**config.mk**
```make
export PLATFORM = sky130hd
export DESIGN_NAME = encoder_pi_speed_controller_unit
export DESIGN_NICKNAME = d
export VERILOG_FILES = /design/src/rtl/epsc_pkg.sv /design/src/rtl/encoder_pi_speed_controller_unit.sv
export SDC_FILE = /design/constraint.sdc
export NUM_CORES = 1
export LEC_CHECK = 0
export ABC_AREA = 1
export BUFFER_PORTS_ARGS = -buffer_cell sky130_fd_sc_hd__buf_2
export CORE_ASPECT_RATIO = 0.75
export CORE_MARGIN = 5
export CORE_UTILIZATION = 52
export DETAILED_ROUTE_END_ITERATION = 10
export PLACE_DENSITY = 0.78
export SLEW_MARGIN = 20
export SYNTH_ARGS = -nofsm -noshare
export SYNTH_HDL_FRONTEND = slang
export SYNTH_SLANG_ARGS = --single-unit
```
**constraint.sdc**
```tcl
create_clock -name clk_i -period 8.1 [get_ports clk_i]
set_input_delay 1.62 -clock clk_i [delete_from_list [all_inputs] [get_ports clk_i]]
set_output_delay 1.62 -clock clk_i [all_outputs]
set_load 0.02 [all_outputs]
```
**src/rtl/epsc_pkg.sv**
```systemverilog
// Shared types and constants for the encoder PI speed controller.
// No dependencies.
package epsc_pkg;

  // Field widths
  localparam int unsigned TimeW   = 32;
  localparam int unsigned PosW    = 32;
  localparam int unsigned TgtW    = 12;
  localparam int unsigned SpeedW  = 18;
  localparam int unsigned ErrW    = 18;
  localparam int unsigned GainW   = 16;
  localparam int unsigned DutyW   = 10;
  localparam int unsigned IntegW  = 48;
  localparam int unsigned CfgIdxW = 2;

  // Speed numerator: 1e6 us/s * 60 s/min / 480 encoder pulses per rev
  localparam int unsigned QuoW     = 17;
  localparam logic [QuoW-1:0] SpeedNum = QuoW'(125000);

  // Serial step counts
  localparam int unsigned DivSteps  = QuoW;
  localparam int unsigned MulESteps = TimeW;
  localparam int unsigned MulGSteps = GainW;
  localparam int unsigned CntW      = 5;

  // Product widths
  localparam int unsigned ProdEW = ErrW + TimeW;     // err * gap
  localparam int unsigned ProdIW = IntegW + GainW;   // integral * ki
  localparam int unsigned ProdPW = ErrW + GainW;     // err * kp
  localparam int unsigned IShift = 20;
  localparam int unsigned DShift = 8;
  localparam int unsigned SumW   = ProdIW - IShift + 1;
  localparam int unsigned DriveW = SumW - DShift;

  localparam logic [DutyW-1:0] DutyMax = DutyW'(1023);

  // Configuration register indexes
  localparam logic [CfgIdxW-1:0] RegKp = CfgIdxW'(0);
  localparam logic [CfgIdxW-1:0] RegKi = CfgIdxW'(1);

  typedef enum logic [2:0] {
    StIdle,
    StDiv,
    StSpeed,
    StMulE,
    StInteg,
    StMulG,
    StDrive,
    StLoad
  } state_e;

endpackage

```
**src/rtl/encoder_pi_speed_controller_unit.sv**
```systemverilog
// Encoder PI speed controller, top level.
// Depends on epsc_pkg.
//
// One input word is one rising A edge of a quadrature encoder: the B level,
// a microsecond timestamp and a target speed. The block steps the position
// count, estimates speed as +/-125000 / gap (gap = wrapped us since last
// edge, zero taken as 1), runs a PI law with Q8.8 gains (written over the
// config port, index 0 = kp, index 1 = ki) and returns one result word:
// direction, duty clamped to 1023, position and measured speed.
// Words are accepted only in the idle state, so the block takes no new word
// while one is in flight. The bit-serial datapath runs a 17-step restoring
// divider for the speed, a 32-step shift-add multiplier for error * gap, and
// a 16-step multiplier pass for both gains, plus four further steps (speed,
// integral, drive, load). A new word is accepted while the previous result
// still waits in the output register; the load step of that new word then
// stalls until the result register is free. Config writes are always
// accepted; a word in flight latches the gains at its integral step, so
// change gains between words.
module encoder_pi_speed_controller_unit (
  input  logic                                 clk_i,
  input  logic                                 rst_ni,
  // input words
  input  logic                                 in_valid_i,
  output logic                                 in_ready_o,
  input  logic                                 phase_b_i,
  input  logic [epsc_pkg::TimeW-1:0]           now_us_i,
  input  logic signed [epsc_pkg::TgtW-1:0]     target_speed_i,
  // result words
  output logic                                 out_valid_o,
  input  logic                                 out_ready_i,
  output logic                                 drive_reverse_o,
  output logic [epsc_pkg::DutyW-1:0]           duty_o,
  output logic signed [epsc_pkg::PosW-1:0]     position_o,
  output logic signed [epsc_pkg::SpeedW-1:0]   measured_speed_o,
  // config writes
  input  logic                                 cfg_valid_i,
  output logic                                 cfg_ready_o,
  input  logic [epsc_pkg::CfgIdxW-1:0]         cfg_index_i,
  input  logic [epsc_pkg::GainW-1:0]           cfg_data_i
);

  localparam int unsigned TimeW  = epsc_pkg::TimeW;
  localparam int unsigned PosW   = epsc_pkg::PosW;
  localparam int unsigned QuoW   = epsc_pkg::QuoW;
  localparam int unsigned ErrW   = epsc_pkg::ErrW;
  localparam int unsigned GainW  = epsc_pkg::GainW;
  localparam int unsigned IntegW = epsc_pkg::IntegW;
  localparam int unsigned CntW   = epsc_pkg::CntW;
  localparam int unsigned ProdEW = epsc_pkg::ProdEW;
  localparam int unsigned ProdIW = epsc_pkg::ProdIW;
  localparam int unsigned ProdPW = epsc_pkg::ProdPW;
  localparam int unsigned SumW   = epsc_pkg::SumW;
  localparam int unsigned DriveW = epsc_pkg::DriveW;
  localparam int unsigned SatW   = ProdEW + 1;

  epsc_pkg::state_e state_q, state_d;

  // control and architectural state
  logic [CntW-1:0]          cnt_q, cnt_d;
  logic [GainW-1:0]         kp_q, ki_q;
  logic [epsc_pkg::PosW-1:0] edge_cnt_q;
  logic [TimeW-1:0]         last_time_q;
  logic signed [IntegW-1:0] integ_q;
  logic                     out_valid_q;

  // working registers
  logic                     up_q;
  logic signed [epsc_pkg::TgtW-1:0] target_q;
  logic [TimeW-1:0]         gap_q;       // divisor, then multiplier shift reg
  logic [QuoW-1:0]          num_q;       // dividend bits, MSB first
  logic [QuoW-1:0]          rem_q;
  logic [QuoW-1:0]          quo_q;
  logic signed [epsc_pkg::SpeedW-1:0] speed_q;
  logic signed [ErrW-1:0]   err_q;
  logic signed [ProdEW-1:0] acc_e_q;
  logic signed [ProdIW-1:0] acc_i_q;
  logic signed [ProdPW-1:0] acc_p_q;
  logic [GainW-1:0]         kp_sh_q, ki_sh_q;
  logic signed [DriveW-1:0] drive_q;

  // result register
  logic                     res_rev_q;
  logic [epsc_pkg::DutyW-1:0] res_duty_q;
  logic [epsc_pkg::PosW-1:0]  res_pos_q;
  logic signed [epsc_pkg::SpeedW-1:0] res_speed_q;

  // handshake terms
  logic in_fire, out_free, cfg_fire;
  logic div_last, mule_last, mulg_last;

  assign in_fire  = in_valid_i && (state_q == epsc_pkg::StIdle);
  assign out_free = !out_valid_q || out_ready_i;
  assign cfg_fire = cfg_valid_i;

  assign div_last  = (cnt_q == CntW'(epsc_pkg::DivSteps - 1));
  assign mule_last = (cnt_q == CntW'(epsc_pkg::MulESteps - 1));
  assign mulg_last = (cnt_q == CntW'(epsc_pkg::MulGSteps - 1));

  // ---------------------------------------------------------------------
  // Next state
  always_comb begin
    state_d = state_q;
    unique case (state_q)
      epsc_pkg::StIdle:  if (in_valid_i) state_d = epsc_pkg::StDiv;
      epsc_pkg::StDiv:   if (div_last)   state_d = epsc_pkg::StSpeed;
      epsc_pkg::StSpeed: state_d = epsc_pkg::StMulE;
      epsc_pkg::StMulE:  if (mule_last)  state_d = epsc_pkg::StInteg;
      epsc_pkg::StInteg: state_d = epsc_pkg::StMulG;
      epsc_pkg::StMulG:  if (mulg_last)  state_d = epsc_pkg::StDrive;
      epsc_pkg::StDrive: state_d = epsc_pkg::StLoad;
      epsc_pkg::StLoad:  if (out_free)   state_d = epsc_pkg::StIdle;
      default:           state_d = epsc_pkg::StIdle;
    endcase
  end

  // Step counter: runs inside the serial states, cleared on each exit
  always_comb begin
    unique case (state_q)
      epsc_pkg::StDiv:  cnt_d = div_last  ? '0 : cnt_q + CntW'(1);
      epsc_pkg::StMulE: cnt_d = mule_last ? '0 : cnt_q + CntW'(1);
      epsc_pkg::StMulG: cnt_d = mulg_last ? '0 : cnt_q + CntW'(1);
      default:          cnt_d = '0;
    endcase
  end

  // Outputs of the controller
  always_comb begin
    in_ready_o  = (state_q == epsc_pkg::StIdle);
    cfg_ready_o = 1'b1;
    out_valid_o = out_valid_q;
  end

  // ---------------------------------------------------------------------
  // Datapath terms
  logic [TimeW-1:0]  diff;
  logic [QuoW:0]     div_trial;
  logic              div_ge;
  logic [QuoW-1:0]   div_rem;
  logic signed [epsc_pkg::SpeedW-1:0] speed_c;
  logic signed [SatW-1:0] integ_sum;
  logic signed [IntegW-1:0] integ_sat;
  logic signed [SumW-1:0]   drive_sum;
  logic              drive_neg;
  logic [DriveW-1:0] drive_mag;
  logic [epsc_pkg::DutyW-1:0] duty_c;

  assign diff = now_us_i - last_time_q;

  // restoring division step: compare shifted remainder with the gap
  assign div_trial = {rem_q, num_q[QuoW-1]};
  assign div_ge    = ({{(TimeW-QuoW-1){1'b0}}, div_trial} >= gap_q);
  assign div_rem   = div_ge ? QuoW'(div_trial - gap_q[QuoW:0]) : div_trial[QuoW-1:0];

  assign speed_c = up_q ? $signed({1'b0, quo_q}) : -$signed({1'b0, quo_q});

  // integral update, saturated to the store width
  assign integ_sum = SatW'(integ_q) + SatW'(acc_e_q);
  always_comb begin
    if (integ_sum[SatW-1:IntegW-1] == '0 || integ_sum[SatW-1:IntegW-1] == '1) begin
      integ_sat = integ_sum[IntegW-1:0];
    end else if (integ_sum[SatW-1]) begin
      integ_sat = {1'b1, {(IntegW-1){1'b0}}};
    end else begin
      integ_sat = {1'b0, {(IntegW-1){1'b1}}};
    end
  end

  // arithmetic shifts floor toward minus infinity
  assign drive_sum = SumW'(acc_p_q) + SumW'(acc_i_q >>> epsc_pkg::IShift);
  assign drive_neg = drive_q[DriveW-1];
  assign drive_mag = drive_neg ? DriveW'(-drive_q) : DriveW'(drive_q);
  assign duty_c    = (drive_mag > DriveW'(epsc_pkg::DutyMax)) ? epsc_pkg::DutyMax
                                                              : drive_mag[epsc_pkg::DutyW-1:0];

  // ---------------------------------------------------------------------
  // Control and architectural registers
  always_ff @(posedge clk_i or negedge rst_ni) begin
    if (!rst_ni) begin
      state_q     <= epsc_pkg::StIdle;
      cnt_q       <= '0;
      kp_q        <= '0;
      ki_q        <= '0;
      edge_cnt_q  <= '0;
      last_time_q <= '0;
      integ_q     <= '0;
      out_valid_q <= 1'b0;
    end else begin
      state_q <= state_d;
      cnt_q   <= cnt_d;
      if (cfg_fire) begin
        case (cfg_index_i)
          epsc_pkg::RegKp: kp_q <= cfg_data_i;
          epsc_pkg::RegKi: ki_q <= cfg_data_i;
          default: ;
        endcase
      end
      if (in_fire) begin
        edge_cnt_q  <= phase_b_i ? edge_cnt_q + PosW'(1) : edge_cnt_q - PosW'(1);
        last_time_q <= now_us_i;
      end
      if (state_q == epsc_pkg::StInteg) integ_q <= integ_sat;
      if (state_q == epsc_pkg::StLoad && out_free) begin
        out_valid_q <= 1'b1;
      end else if (out_ready_i) begin
        out_valid_q <= 1'b0;
      end
    end
  end

  // Serial datapath registers
  always_ff @(posedge clk_i) begin
    unique case (state_q)
      epsc_pkg::StIdle: begin
        up_q     <= phase_b_i;
        target_q <= target_speed_i;
        gap_q    <= (diff == '0) ? TimeW'(1) : diff;
        num_q    <= epsc_pkg::SpeedNum;
        rem_q    <= '0;
        quo_q    <= '0;
      end
      epsc_pkg::StDiv: begin
        rem_q <= div_rem;
        num_q <= {num_q[QuoW-2:0], 1'b0};
        quo_q <= {quo_q[QuoW-2:0], div_ge};
      end
      epsc_pkg::StSpeed: begin
        speed_q <= speed_c;
        err_q   <= ErrW'(target_q) - speed_c;
        acc_e_q <= '0;
      end
      epsc_pkg::StMulE: begin
        // MSB-first shift-add over the gap bits
        acc_e_q <= (acc_e_q <<< 1) + (gap_q[TimeW-1] ? ProdEW'(err_q) : '0);
        gap_q   <= {gap_q[TimeW-2:0], 1'b0};
      end
      epsc_pkg::StInteg: begin
        kp_sh_q <= kp_q;
        ki_sh_q <= ki_q;
        acc_i_q <= '0;
        acc_p_q <= '0;
      end
      epsc_pkg::StMulG: begin
        // both gain products in the same pass, one gain bit per cycle
        acc_i_q <= (acc_i_q <<< 1) + (ki_sh_q[GainW-1] ? ProdIW'(integ_q) : '0);
        acc_p_q <= (acc_p_q <<< 1) + (kp_sh_q[GainW-1] ? ProdPW'(err_q) : '0);
        ki_sh_q <= {ki_sh_q[GainW-2:0], 1'b0};
        kp_sh_q <= {kp_sh_q[GainW-2:0], 1'b0};
      end
      epsc_pkg::StDrive: begin
        drive_q <= DriveW'(drive_sum >>> epsc_pkg::DShift);
      end
      epsc_pkg::StLoad: begin
        if (out_free) begin
          res_rev_q   <= drive_neg;
          res_duty_q  <= duty_c;
          res_pos_q   <= edge_cnt_q;
          res_speed_q <= speed_q;
        end
      end
      default: ;
    endcase
  end

  assign drive_reverse_o  = res_rev_q;
  assign duty_o           = res_duty_q;
  assign position_o       = res_pos_q;
  assign measured_speed_o = res_speed_q;

endmodule
```
==> flow_metrics.env, run 1 <==
export IMPL_antenna_found_initial=4
export IMPL_fin_nets=6594
export IMPL_routed_wl_um=128000
export IMPL_crit_path_max_incr_delay_ps=840
export IMPL_slew_viol_final=0
export IMPL_drive_above_1_share=0.0538
export IMPL_syn_num_nets=6475
export IMPL_ys_async_sr_fraction=0.273
export IMPL_insertion_delay_ps=660
export IMPL_cts_clk_slew_worst_paths_ps=60
export IMPL_std_cell_rows=92
export IMPL_fin_crit_ps=4710
export IMPL_final_cell_count_no_fill=7355
export IMPL_ys_top_cells_by_area="edfxtp_1 (28%), nand2_1 (15%), ha_1 (9.8%), dfrtp_1 (8.7%), inv_1 (7.1%)"
export IMPL_grt_ovfl_total=0
export IMPL_dpl_cell_count=7242
export IMPL_area_growth_pct=8.76
export IMPL_power_leakage_nw=22.8
export IMPL_fmax_mhz=212
export IMPL_fillers=7979
export IMPL_place_gp_congestion=1.03
export IMPL_endpoint_kind="register"
export IMPL_startpoint_type="primary input"
export IMPL_cap_violations=0
export IMPL_critPathSlowestCell="clkinv_1"
export IMPL_hold_class="register to register"
export IMPL_cp_data_required_time_ps=8630
export IMPL_drc=0
export IMPL_max_slew_worst_pin_slew_ps=1080
export IMPL_outcome="completed"
export IMPL_ys_types=58
export IMPL_rsz0062_at_grt="no"
export IMPL_io_buffer_count=130
export IMPL_ys_seq_elements=560
export IMPL_final_setup_viol_count=0
export IMPL_synth_warning_count=0
export IMPL_critPathMaxFanout=31
export IMPL_post_cts_resized=0
export IMPL_dp_slack_ps=3210
export IMPL_grt_pass1_wl_um=201000
export IMPL_irDropWorstVdd_uv=701
export IMPL_finalCritPeriodShare=0.581
export IMPL_pwr_density_cell_mw_per_mm2=470
export IMPL_yosysSeqAreaShare=0.366
export IMPL_clock_tree_buffer_depth=3
export IMPL_syn_area_per_cell_um2=7.23
export IMPL_yosys_most_used_dff="edfxtp_1"
export IMPL_coreArea_mm2=0.0838
export IMPL_final_setup_tns_ps=0
export IMPL_die_x_um=345
export IMPL_syn_inst=6057
export IMPL_cts_buffers=59
export IMPL_cts_sinks=560
export IMPL_initial_core_util=0.523
export IMPL_netlist_area_mm2=0.0438
export IMPL_die_h_um=261
export IMPL_cts_tree="yes"
export IMPL_grtUsageTotal=0.275
export IMPL_drt_iter0_drc=4253
export IMPL_synth_top_area_share=0.279
export IMPL_route_detailed_wl_per_inst_um=17.5
export IMPL_cpMostUsedCell="nand2_1"
export IMPL_synth_largest_area_cell="edfxtp_1"
export IMPL_die_area_mm2=0.0902
export IMPL_first_global_vias=37400
export IMPL_antenna_left=0
export IMPL_path_class="primary input to register"
export IMPL_synth_edff_count=407
export IMPL_antenna_cells=0
export IMPL_ioPinCount=132
export IMPL_crit_arrival_ps=5240
export IMPL_dp_hpwl_um=101000
export IMPL_crit_chain="buf_2 > clkinv_1 > ha_1 > nand2_1 > o21ai_0 > a31oi_1 > o21ai_0 > nand4_1 > nand3_1 > nand2_1 > nand2_1 > nand2_1"
export IMPL_post_drt_via_cell_ratio=5.55
export IMPL_fin_ws_ps=3390
export IMPL_slew_headroom=0.272
export IMPL_vias=40800
export IMPL_cts_setup_buffers=0
export IMPL_hold_viol=0
export IMPL_ctsHtreeMaxLevel=2
export IMPL_root_buffer="clkbuf_16"
export IMPL_grt_max_degree=98
export IMPL_cts_hold_buffers=0
export IMPL_drt_pass1_iter_count=8
export IMPL_finClkSkew_ps=20.0
-- final timing paths --
path                                  start                   to  slack [ps]  depth (start not counted)
min in group asynchronous            rst_ni        edge_cnt_q[3]         890                          1
worst min-delay path             speed_q[0]  measured_speed_o[0]         420                          0
worst max register to register  kp_sh_q[15]          acc_p_q[23]        4210                         13
max in group asynchronous            rst_ni              kp_q[3]        5920                          2
worst max-delay path              phase_b_i       edge_cnt_q[31]        3390                         12
worst min register to register   speed_q[0]  measured_speed_o[0]         420                          0
-- layout make-up --
class / count / area, um2 / area share
clock buffer: 73 / 1530 / 0.0321
clock inverter: 39 / 483 / 0.0101
inverter: 845 / 3170 / 0.0666
multi-input combinational: 4557 / 24200 / 0.507
sequential: 560 / 16100 / 0.337
tap: 1128 / 1410 / 0.0296
timing repair buffer: 153 / 833 / 0.0175
-- state kept, by name, indices dropped and copies added, names as in the netlist, 18 cells and up --
signal,cells
integ_q,48
err_q,18
acc_p_q,34
edge_cnt_q,32
speed_q,18
measured_speed_o,18
gap_q,32
last_time_q,32
drive_q,37
position_o,32
acc_e_q,50
acc_i_q,64
-- synthesized netlist by cell type, types with 16 or more instances --
| cell | number |
|---|---|
| nor4_1 | 16 |
| nand3_1 | 272 |
| a21oi_1 | 501 |
| o21ai_0 | 416 |
| nand2_1 | 1693 |
| clkbuf_1 | 66 |
| xor2_1 | 109 |
| inv_1 | 831 |
| edfxtp_1 | 407 |
| ha_1 | 342 |
| or2_2 | 21 |
| nor2_1 | 640 |
| o21a_1 | 35 |
| nor3_1 | 78 |
| a31oi_1 | 61 |
| nand4_1 | 53 |
| dfrtp_1 | 153 |
| nand2_2 | 20 |
| a21o_1 | 41 |
| o21bai_1 | 46 |
| xnor2_1 | 70 |
-- placed cells by master (no fill, tap or decap), types with 9 or more instances in the layout --
master        n
nand2_1    1690
inv_1       829
nor2_1      637
a21oi_1     500
o21ai_0     416
edfxtp_1    407
ha_1        342
nand3_1     272
dfrtp_1     153
buf_2       129
xor2_1      109
nor3_1       78
xnor2_1      70
a31oi_1      61
clkbuf_16    59
nand4_1      53
o21bai_1     46
a21o_1       41
o21a_1       35
nand2_2      22
buf_4        22
or2_2        21
nor4_1       16
nor2_2       14
clkbuf_1     14
clkinv_1     12
nand3b_1     12
o211ai_1     12
inv_2        11
a21boi_0     10
and3_1       10
clkinv_2     10
o31ai_1       9
a221oi_1      9
bufinv_16     9
-- routing by layer --
metal / share of wire / global-route usage
met5: 0.00026 / 0
met4: 0.024 / 0.0657
met3: 0.097 / 0.0536
met2: 0.41 / 0.406
met1: 0.47 / 0.416
-- cell families after synthesis --
logic type | share of synthesized area
AO/OA/AOI/OAI | 0.148
other | 0.0000856
AND/OR/NAND/NOR | 0.265
XOR/XNOR | 0.0363
flip-flops | 0.366
buffers and inverters | 0.0830
adder cells (fa/ha/maj) | 0.101
-- power breakdown --
part | leakage [nW] | internal [mW] | switching [mW]
Combinational | 16.1 | 4.34 | 9.35
Clock | 0.969 | 1.64 | 1.24
Sequential | 5.74 | 4.76 | 1.05
-- worst max-delay path: cells and delay by family --
kind                       cells  cell delay [ps]
AOI/OAI and AO/OA              3             1280
buffers and inverters          2              970
adders and majority gates      1              760
and+or+nand+nor                6              610
-- metrics by stage --
step	instance area, um2	utilization	power [mW]	hold WS (ps)
finish	47700	0.569	22.4	417
global route	47700	0.569	24.2	424
floorplan	43800	-	15.6	400
global placement	45600	0.545	18.9	405
detailed placement	45600	0.545	19.2	407
CTS	47600	0.569	22.1	421
(Power assumes the default switching activity.)
==> inputs of run 2 (changes only) <==
--- a/config.mk
+++ b/config.mk
@@ -5,13 +5,13 @@
 export SDC_FILE = /design/constraint.sdc
 export NUM_CORES = 1
 export LEC_CHECK = 0
-export ABC_AREA = 1
+export ABC_AREA = 0
 export BUFFER_PORTS_ARGS = -buffer_cell sky130_fd_sc_hd__buf_2
 export CORE_ASPECT_RATIO = 0.75
 export CORE_MARGIN = 5
 export CORE_UTILIZATION = 52
 export DETAILED_ROUTE_END_ITERATION = 10
-export PLACE_DENSITY = 0.78
+export PLACE_DENSITY = 0.81
 export SLEW_MARGIN = 20
 export SYNTH_ARGS = -nofsm -noshare
 export SYNTH_HDL_FRONTEND = slang
==> constraint.sdc (replaced) <==
create_clock -name clk_i -period 4.3 [get_ports clk_i]
set_input_delay 0.86 -clock clk_i [delete_from_list [all_inputs] [get_ports clk_i]]
set_output_delay 0.86 -clock clk_i [all_outputs]
set_load 0.02 [all_outputs]
==> flow_metrics.env, run 2 <==
export IMPL_routed_wl_um=92300
export IMPL_synth_most_common_cell="edfxtp_1"
export IMPL_drive_above_1_share=0.114
export IMPL_root_buffer="clkbuf_16"
export IMPL_rsz0062_at_grt="yes"
export IMPL_vias=30200
export IMPL_synth_edff_count=407
export IMPL_hold_viol=0
export IMPL_final_setup_tns_ps=0
export IMPL_finalCritPeriodShare=0.973
export IMPL_synth_largest_area_cell="edfxtp_1"
export IMPL_reg_top3="acc_i_q: 64 flops, acc_e_q: 50 flops, integ_q: 48 flops"
export IMPL_outcome="completed"
export IMPL_initial_core_util=0.522
export IMPL_placed_cell_area_mm2=0.0403
export IMPL_ctsHtreeMaxLevel=2
export IMPL_ys_types=92
export IMPL_hold_class="primary input to async pin"
export IMPL_largest_reg_flops=64
export IMPL_clock_tree_buffer_depth=3
export IMPL_slew_headroom=0.209
export IMPL_ys_async_sr_fraction=0.273
export IMPL_post_drt_via_cell_ratio=5.97
export IMPL_cts_sinks=560
export IMPL_max_slew_worst_pin_slew_ps=1180
export IMPL_dpl_cell_count=4944
export IMPL_ys_seq_elements=560
export IMPL_ys_top_cells_by_area="edfxtp_1 (32%), ha_1 (11%), dfrtp_1 (10%), a21oi_1 (3.9%), xnor2_1 (3.8%)"
export IMPL_rr_worst_depth=18
export IMPL_syn_num_nets=4298
export IMPL_die_x_um=323
export IMPL_finClkSkew_ps=23.6
export IMPL_layout_commonest_cell="edfxtp_1"
export IMPL_drc=0
export IMPL_route_detailed_wl_per_inst_um=18.2
export IMPL_cts_clk_slew_worst_paths_ps=60
export IMPL_final_cell_mix="edfxtp_1 (407), nand2_1 (364), ha_1 (338), nor2_1 (321), a21oi_1 (294)"
export IMPL_first_global_vias=28400
export IMPL_endpoint_kind="register"
export IMPL_regMostFlops="acc_i_q"
export IMPL_dp_hpwl_um=68200
export IMPL_fin_nets=4462
export IMPL_grtUsageTotal=0.227
export IMPL_std_cell_rows=86
export IMPL_crit_arrival_ps=4550
export IMPL_die_area_mm2=0.0790
export IMPL_netlist_area_mm2=0.0382
export IMPL_rr_endpoint="acc_i_q[58]"
export IMPL_slew_viol_final=0
export IMPL_ioPinCount=132
export IMPL_area_growth_pct=11.6
export IMPL_critPathMaxFanout=10
export IMPL_grt_ovfl_total=0
export IMPL_io_buffer_count=130
export IMPL_rrSetupSlack_ps=120
export IMPL_synth_common_cells="edfxtp_1 (407), nand2_1 (369), ha_1 (342)"
export IMPL_drt_iter0_drc=3114
export IMPL_cts_tree="yes"
export IMPL_path_class="register to register"
export IMPL_insertion_delay_ps=640
export IMPL_r2r_start="ki_sh_q[15]"
export IMPL_cp_data_required_time_ps=4670
export IMPL_synth_warning_count=0
export IMPL_cts_buffers=57
export IMPL_fin_crit_ps=4180
export IMPL_yosysSeqAreaShare=0.421
export IMPL_drt_pass1_iter_count=5
export IMPL_place_gp_congestion=0.937
export IMPL_antenna_found_initial=3
export IMPL_synth_top_area_share=0.320
export IMPL_fmax_mhz=239
export IMPL_yosys_most_used_dff="edfxtp_1"
export IMPL_antenna_left=0
export IMPL_grt_pass1_wl_um=148000
export IMPL_die_h_um=245
export IMPL_cap_violations=0
export IMPL_syn_area_per_cell_um2=9.83
export IMPL_endpoint="acc_i_q[58]"
export IMPL_grt_max_degree=131
export IMPL_coreArea_mm2=0.0731
export IMPL_syn_inst=3880
export IMPL_finalInstanceArea_mm2=0.0426
export IMPL_crit_path_start="ki_sh_q[15]"
export IMPL_final_cell_count_no_fill=5061
export IMPL_startpoint_type="register"
export IMPL_final_setup_viol_count=0
run 2: cell types whose count changed after synthesis, sizes merged, moves of 45 or more:
cell and delta:
mux2 +68, nand3 -213, o21ai -203, nor2 -333
nand2b +45, and2 +112, inv -684, nand2 -1344
clkbuf +45, xnor2 +94, nor2b +54, a21o +140
a21oi -207
run 2: timing repair:
action / in CTS / in global routing
hold buffers: 0 / 0
buffers inserted: 2 / 5
pin swaps: 0 / 13
gates cloned: 0 / 1
setup endpoints to repair: 2 / 73
gates resized for setup: 0 / 38
run 2: area by class of cell:
type                            instances  area (um2)
Multi-Input combinational cell       3037       21300
Clock inverter                         27         309
Clock buffer                           80        1650
Inverter                              158         593
Sequential cell                       560       16100
Antenna cell                            1        2.50
Timing Repair Buffer                  230        1500
Tap cell                              968        1210
Fill cell                            5970       30500
run 2: worst min path at each step:
stage | cells past startpoint | endpoint | slack (ps)
floorplan | 0 | measured_speed_o[0] | 400
global placement | 0 | measured_speed_o[11] | 400
detailed placement | 0 | measured_speed_o[11] | 400
CTS | 1 | edge_cnt_q[25] | 280
global route | 1 | edge_cnt_q[25] | 330
finish | 1 | edge_cnt_q[25] | 280
run 2: worst max-delay path, stage by stage (launching register included):
cell,delay (ps)
edfxtp_1,530
buf_6,190
clkbuf_16,150
and2_1,140
ha_1,290
buf_4,160
a21oi_1,230
o211ai_1,160
a211o_1,330
o211ai_1,130
a211oi_2,130
o21ai_1,170
a311o_1,260
o21ai_1,130
a2111oi_1,430
buf_4,190
o31ai_1,80
xnor2_1,140
nor2_1,50
run 2: logic make-up after synthesis:
family | Yosys count | synth area share
compound gates | 1064 | 0.183
xor+xnor | 315 | 0.0723
fa+ha+maj | 350 | 0.116
buf+inv | 283 | 0.0287
flops | 560 | 0.421
mux | 85 | 0.0245
other cells | 1 | 0.0000983
simple gates | 1222 | 0.154
run 2: routing by layer:
layer | vias to the layer above | part of all wire | track usage
li1 | 14600 | - | -
met4 | 0 | 0.019 | 0.0475
met2 | 1055 | 0.43 | 0.335
met5 | - | 0 | 0
met1 | 14400 | 0.47 | 0.348
met3 | 128 | 0.085 | 0.0435
run 2: stage by stage:
| step | util | setup WS [ps] | hold slack, ps |
|---|---|---|---|
| floorplan | - | 98.0 | 400 |
| global placement | 0.552 | -124 | 404 |
| detailed placement | 0.552 | -241 | 405 |
| CTS | 0.579 | 10.1 | 283 |
| global route | 0.583 | -69.7 | 326 |
| finish | 0.583 | 118 | 283 |
Power of run 2 is not shown: default switching activity piles up to over one toggle a cycle in this logic, so the estimate is an artifact.
